### src/rtl/core/cia_pkg.sv
// Types and constants shared by the connection identifier allocator.
// No dependencies.
`timescale 1ns / 1ps
`default_nettype none

package cia_pkg;

  localparam int ID_W     = 9;
  localparam int CNT_W    = 9;

  localparam logic ACT_ALLOC   = 1'b0;
  localparam logic ACT_RELEASE = 1'b1;

  typedef enum logic [1:0] {
    ST_OK         = 2'd0,
    ST_EXHAUSTED  = 2'd1,
    ST_NONE_LIVE  = 2'd2,
    ST_STACK_FULL = 2'd3
  } status_t;

  typedef struct packed {
    logic            action;
    logic [ID_W-1:0] release_id;
  } req_t;

  typedef struct packed {
    logic [ID_W-1:0]  granted_id;
    logic [CNT_W-1:0] live_count;
    status_t          status;
  } rsp_t;

  // controller -> datapath
  typedef struct packed {
    logic load;  // capture request, read top of free stack
    logic exec;  // commit state update and result
  } cmd_t;

endpackage

`default_nettype wire

### src/rtl/core/connection_id_allocator_core.sv
// Top level of the connection identifier allocator: controller plus datapath.
// Depends on cia_pkg, cia_ctrl, cia_dpath.
//
//   channel   direction  handshake            payload
//   request   in         start & !busy        req  (action, release_id)
//   result    out        done (one cycle)     rsp  (granted_id, live_count, status)
//
// The accept edge reads the top of the free stack into a register and enters
// S_EXEC; the edge that leaves S_EXEC commits counters and the result.
// The result shows on rsp for the cycle after that, with done high; a new
// request may be accepted in that same cycle. busy is high for the one cycle
// between accept and commit. Synchronous reset empties the stack and restarts
// ids at 1; no clearing pass.
`timescale 1ns / 1ps
`default_nettype none

module connection_id_allocator_core #(
  parameter int MAX_IDS = 256
) (
  input  wire logic          clk,
  input  wire logic          rst,
  input  wire logic          start,
  output logic               busy,
  input  wire cia_pkg::req_t req,
  output logic               done,
  output cia_pkg::rsp_t      rsp
);

  cia_pkg::cmd_t cmd;

  cia_ctrl u_ctrl (
    .clk   (clk),
    .rst   (rst),
    .start (start),
    .busy  (busy),
    .done  (done),
    .cmd   (cmd)
  );

  cia_dpath #(
    .MAX_IDS (MAX_IDS)
  ) u_dpath (
    .clk (clk),
    .rst (rst),
    .cmd (cmd),
    .req (req),
    .rsp (rsp)
  );

endmodule

`default_nettype wire

### src/rtl/core/cia_ctrl.sv
// Controller for the connection identifier allocator: two-state sequencer.
// Depends on cia_pkg.
`timescale 1ns / 1ps
`default_nettype none

module cia_ctrl (
  input  wire logic        clk,
  input  wire logic        rst,
  input  wire logic        start,
  output logic             busy,
  output logic             done,
  output cia_pkg::cmd_t    cmd
);

  typedef enum logic {
    S_IDLE,
    S_EXEC
  } state_t;

  state_t state;

  always_ff @(posedge clk) begin
    if (rst) begin
      state <= S_IDLE;
      done  <= 1'b0;
    end else begin
      unique case (state)
        S_IDLE: begin
          done <= 1'b0;
          if (start) begin
            state <= S_EXEC;
          end
        end
        S_EXEC: begin
          state <= S_IDLE;
          done  <= 1'b1;
        end
        default: begin
          state <= S_IDLE;
          done  <= 1'b0;
        end
      endcase
    end
  end

  assign busy     = (state == S_EXEC);
  assign cmd.load = start && (state == S_IDLE);
  assign cmd.exec = (state == S_EXEC);

endmodule

`default_nettype wire

### src/rtl/core/cia_dpath.sv
// Datapath for the connection identifier allocator: free stack memory,
// counters and result register. Depends on cia_pkg.
`timescale 1ns / 1ps
`default_nettype none

module cia_dpath #(
  parameter int MAX_IDS = 256
) (
  input  wire logic          clk,
  input  wire logic          rst,
  input  wire cia_pkg::cmd_t cmd,
  input  wire cia_pkg::req_t req,
  output cia_pkg::rsp_t      rsp
);

  localparam int CW = $clog2(MAX_IDS + 1);    // depth and live count
  localparam int NW = $clog2(MAX_IDS + 2);    // fresh counter, reaches MAX_IDS+1
  localparam int AW = $clog2(MAX_IDS);        // stack address
  localparam int XW = ((NW > cia_pkg::ID_W) ? NW : cia_pkg::ID_W) + 1;

  logic [cia_pkg::ID_W-1:0] stack_mem [MAX_IDS];

  logic [CW-1:0]            depth, depth_next;
  logic [NW-1:0]            next_fresh, next_fresh_next;
  logic [CW-1:0]            live, live_next;
  cia_pkg::req_t            req_q;
  logic [cia_pkg::ID_W-1:0] rd_data;
  cia_pkg::rsp_t            rsp_q;

  logic [AW-1:0]            rd_addr;
  logic [AW-1:0]            wr_addr;
  logic                     push;
  logic [cia_pkg::ID_W-1:0] granted;
  cia_pkg::status_t         status;
  logic                     id_in_range;
  logic                     id_is_last_fresh;

  assign rd_addr = AW'(depth - CW'(1));
  assign wr_addr = AW'(depth);

  assign id_in_range = (req_q.release_id != '0) &&
                       (XW'(req_q.release_id) <= XW'(MAX_IDS));
  assign id_is_last_fresh = (XW'(req_q.release_id) + XW'(1)) == XW'(next_fresh);

  always_comb begin
    depth_next      = depth;
    next_fresh_next = next_fresh;
    live_next       = live;
    push            = 1'b0;
    granted         = '0;
    status          = cia_pkg::ST_OK;
    if (req_q.action == cia_pkg::ACT_ALLOC) begin
      priority if (live == CW'(MAX_IDS)) begin
        status = cia_pkg::ST_EXHAUSTED;
      end else if (depth != '0) begin
        depth_next = depth - CW'(1);
        granted    = rd_data;
        live_next  = live + CW'(1);
      end else if (next_fresh <= NW'(MAX_IDS)) begin
        granted         = cia_pkg::ID_W'(next_fresh);
        next_fresh_next = next_fresh + NW'(1);
        live_next       = live + CW'(1);
      end else begin
        status = cia_pkg::ST_EXHAUSTED;
      end
    end else begin
      priority if (live == '0) begin
        status = cia_pkg::ST_NONE_LIVE;
      end else if (live == CW'(1)) begin
        // last connection gone: drop the stack, restart fresh ids
        live_next       = '0;
        depth_next      = '0;
        next_fresh_next = NW'(1);
      end else begin
        live_next = live - CW'(1);
        if (id_in_range) begin
          priority if (id_is_last_fresh) begin
            next_fresh_next = next_fresh - NW'(1);
          end else if (depth == CW'(MAX_IDS)) begin
            status = cia_pkg::ST_STACK_FULL;
          end else begin
            push       = 1'b1;
            depth_next = depth + CW'(1);
          end
        end
      end
    end
  end

  always_ff @(posedge clk) begin
    if (rst) begin
      depth      <= '0;
      next_fresh <= NW'(1);
      live       <= '0;
    end else if (cmd.exec) begin
      depth      <= depth_next;
      next_fresh <= next_fresh_next;
      live       <= live_next;
    end
  end

  always_ff @(posedge clk) begin
    if (cmd.load) begin
      req_q   <= req;
      rd_data <= stack_mem[rd_addr];
    end
    if (cmd.exec && push) begin
      stack_mem[wr_addr] <= req_q.release_id;
    end
    if (cmd.exec) begin
      rsp_q.granted_id <= granted;
      rsp_q.live_count <= cia_pkg::CNT_W'(live_next);
      rsp_q.status     <= status;
    end
  end

  assign rsp = rsp_q;

endmodule

`default_nettype wire

### config.mk
export PLATFORM = sky130hd
export DESIGN_NAME = connection_id_allocator_core
export DESIGN_NICKNAME = d
export VERILOG_FILES = /design/src/rtl/core/cia_pkg.sv /design/src/rtl/core/connection_id_allocator_core.sv /design/src/rtl/core/cia_ctrl.sv /design/src/rtl/core/cia_dpath.sv
export SDC_FILE = /design/constraint.sdc
export NUM_CORES = 2
export LEC_CHECK = 0
export BUFFER_PORTS_ARGS = -buffer_cell sky130_fd_sc_hd__buf_4
export CAP_MARGIN = 20
export CORE_MARGIN = 2
export CORE_UTILIZATION = 30
export CTS_BUF_LIST = sky130_fd_sc_hd__clkbuf_4 sky130_fd_sc_hd__clkbuf_8
export DETAILED_ROUTE_END_ITERATION = 8
export GPL_ROUTABILITY_DRIVEN = 0
export PLACE_DENSITY = 0.55
export SYNTH_ARGS = -nofsm -noshare
export SYNTH_HDL_FRONTEND = slang
export SYNTH_SLANG_ARGS = --single-unit
### constraint.sdc
create_clock -name clk -period 6.79 [get_ports clk]
set_input_delay 0.3395 -clock clk [delete_from_list [all_inputs] [get_ports clk]]
set_output_delay 0.3395 -clock clk [all_outputs]
set_load 0.02 [all_outputs]
==> impl_results.md <==
* Cells after Synth at ~4200
* PortBufs at 34
* H-tree levels at 5
* Leakage at 31.3 nW
* Postcts setup bufs at 0
* Die width at 561 um
* Final antenna-violating net count at 0
* Commonest cells after routing, fill and taps aside: edfxtp_1, mux4_2, clkbuf_8, nor2_1, buf_4
* Vias in the first global route at between 40000 and 50000
* TritonCTS Sinks at 2372
* FMAX at 200 MHz
* Crit path DAT at 5650 ps
* Sequential share of the synthesized area at 76.3%
* Detailed Route WL at around 240000 um
* Rows at ~200
* Area of the multi-input gates at 20900 sq um
* 1st-pass router iterations at 6
* Final Core Density at 34.4%
* R2R Setup Slk at between 1500 and 2000 ps
* Clk buf depth at 4
* RSZ-0062 raised after global routing: no
* Nets@finish at between 4000 and 5000
* PwrDens at 301 nW/um^2
* Critical Path RT at 7450 ps
* Clock Latency Late Sink at 1090 ps
* Initial antenna violation count at 3
* Worst-margin pin slew at between 1000 and 1500 ps
* Clock slew seen by the registers of the worst setup and hold paths at 60 ps
* CTS tree: yes
* Netlist Area Pre-Place at 93000 sq um
* Placed cell count at 8209
* Register bit total from synthesis at 2372
* Reg area at 70900 sq um
* Filler instances at 28669
* Hold buffers post-CTS at 22
* Share of layout cells above drive strength 1 at between 30% and 40%
* Synth Flop Type: edfxtp_1
* Die footprint at 314000 sq um
* Total of max-cap violations at 0
* Syn Nets at 4201
* Setup skew after layout at just over 70 ps
* Layout Cells excl Fill at around 8900
* DP Wirelength at 141000 um
* Via count at roughly 45000
* Routed wire per std cell at 26.5 um
* EDFF count, synth at 2343
* First-pass GRT wire length at 340000 um
* Post-CTS sizing at 0
* Fin crit share at 73.5%
* Crit path kind: flop to flop
* Pin count of the biggest net entering global routing at 161
* I/O pin total at 35
* Die height at 561 um
* Tot Pwr at between 30 and 40 mW
* Starting Density at 30.1%
* Max-slew violation count at 0
* CP max FO at 55
* Area grow syn2layout at 14.1%
* Gr ovfl total at 0
* Initial DRC count at 4774
* Syn avg cell area at between 20 and 25 sq um
* Commonest non-fill, non-tap cell in the layout: edfxtp_1
* Fraction of registers with async set/reset at 0%
* Outcome: complete, no violations
* Core Region at 309000 sq um
* Final hold violation count at 0
* Synth warn at 0
* Slew Limit Headroom at about 18%
* Worst ir drop on vdd at 207 uV
* TritonCTS Buffers at approximately 400
* Tot GR Track Use at 14.8%
* Worst Setup Start Kind: flop
* CTS root buffer: clkbuf_8
* Critical Path End Type: flop
* Setup_tns at 0 ps
* Vias/cell at 5.04
* Final min period at 4990 ps
* Hold Crit Class: input pin to flop
* Netlist cell types at between 70 and 80
* Drt drc at 0
* Final setup fails at 0
==> cells in the mapped netlist, types with 7 or more instances <==
library cell	count	share of area, %
edfxtp_1	2343	76
mux4_2	720	17
nor2_1	313	1.3
clkbuf_1	130	0.52
nand2_1	89	0.36
buf_2	70	0.38
nand3_1	42	0.23
a21oi_1	41	0.22
a22o_1	38	0.36
dfxtp_1	29	0.62
o21ai_0	27	0.15
a221oi_1	24	0.23
buf_4	22	0.18
a221o_1	18	0.19
inv_1	18	0.073
and2_1	15	0.10
buf_6	14	0.17
a22oi_1	13	0.10
ha_1	13	0.17
nor4_1	13	0.087
nor3_1	12	0.065
xnor2_1	11	0.10
a31oi_1	10	0.067
and3_1	10	0.067
o221ai_1	10	0.094
or3_1	10	0.067
buf_1	9	0.036
a211oi_1	8	0.065
nand4_1	8	0.054
nor2b_1	7	0.047
==> cells by family after synthesis <==
logic type                 share of synthesized area [%]
AOI/OAI and AO/OA                                   1.94
xor gates and xnor gates                           0.168
adders and majority gates                          0.175
buffers and inverters                               1.36
DFF                                                 76.3
muxes                                               17.5
and+or+nand+nor                                     2.59
==> sequential cells by signal (all words and copies together), names as in the netlist <==
signal              flops
u_dpath.depth           9
u_dpath.req_q          10
u_ctrl.busy             1
u_dpath.next_fresh      9
u_dpath.rd_data         9
u_dpath.stack_mem    2304
u_dpath.live            9
u_ctrl.done             1
u_dpath.rsp            20
==> through the flow <==
step | hold slack [ps] | instance area (sq um) | worst slack, ps
6_report | 206 | 106000 | 1800
2_1_floorplan | 438 | 93000 | 362
3_5_place_dp | 499 | 98500 | 1810
4_1_cts | 104 | 106000 | 1750
3_3_place_gp | 488 | 98300 | 1810
5_1_grt | 177 | 106000 | 1430
==> worst max-delay path, stage by stage, from the launching register on <==
cell and delay (ps):
edfxtp_1 380, buf_4 280, ha_1 300, and3b_1 170, or3_1 350, a31oi_1 200, a21oi_1 170, a211oi_2 670
nand3_4 900, nor2_1 1040
==> worst paths after layout <==
path / from / to / cells past startpoint
worst min register to register: u_dpath.depth[8]$_SDFFE_PP0P_ / u_dpath.depth[8]$_SDFFE_PP0P_ / 2
worst min-delay path: rst / u_ctrl.done$_SDFF_PP0_ / 3
worst max-delay path: u_dpath.req_q[0]$_DFFE_PP_ / u_dpath.stack_mem[83][4]$_DFFE_PP_ / 9
worst max register to register: u_dpath.req_q[0]$_DFFE_PP_ / u_dpath.stack_mem[83][4]$_DFFE_PP_ / 9
==> where the power goes <==
| part | internal (mW) | switching [mW] |
|---|---|---|
| Clock | 6.35 | 5.58 |
| Sequential | 16.2 | 0.0862 |
| Combinational | 1.47 | 2.30 |
==> metal layers <==
| metal | GRT usage [%] | vias to the layer above | wire [um] |
|---|---|---|---|
| met1 | 20.4 | 24311 | 101000 |
| li1 | - | 18471 | - |
| met5 | 0 | - | 13 |
| met4 | 4.69 | 2 | 6510 |
| met2 | 23.3 | 1823 | 113000 |
| met3 | 3.31 | 405 | 16900 |
==> final cells by class <==
cell class                      instances  area share, %
Sequential cell                      2372           66.9
Antenna cell                            4        0.00943
Tap cell                             4120           4.86
Timing Repair Buffer                  188           1.64
Clock inverter                        169          0.836
Inverter                               19         0.0672
Multi-Input combinational cell       1539           19.7
Clock buffer                          520           6.06
Power figures use the tool's default switching activity.
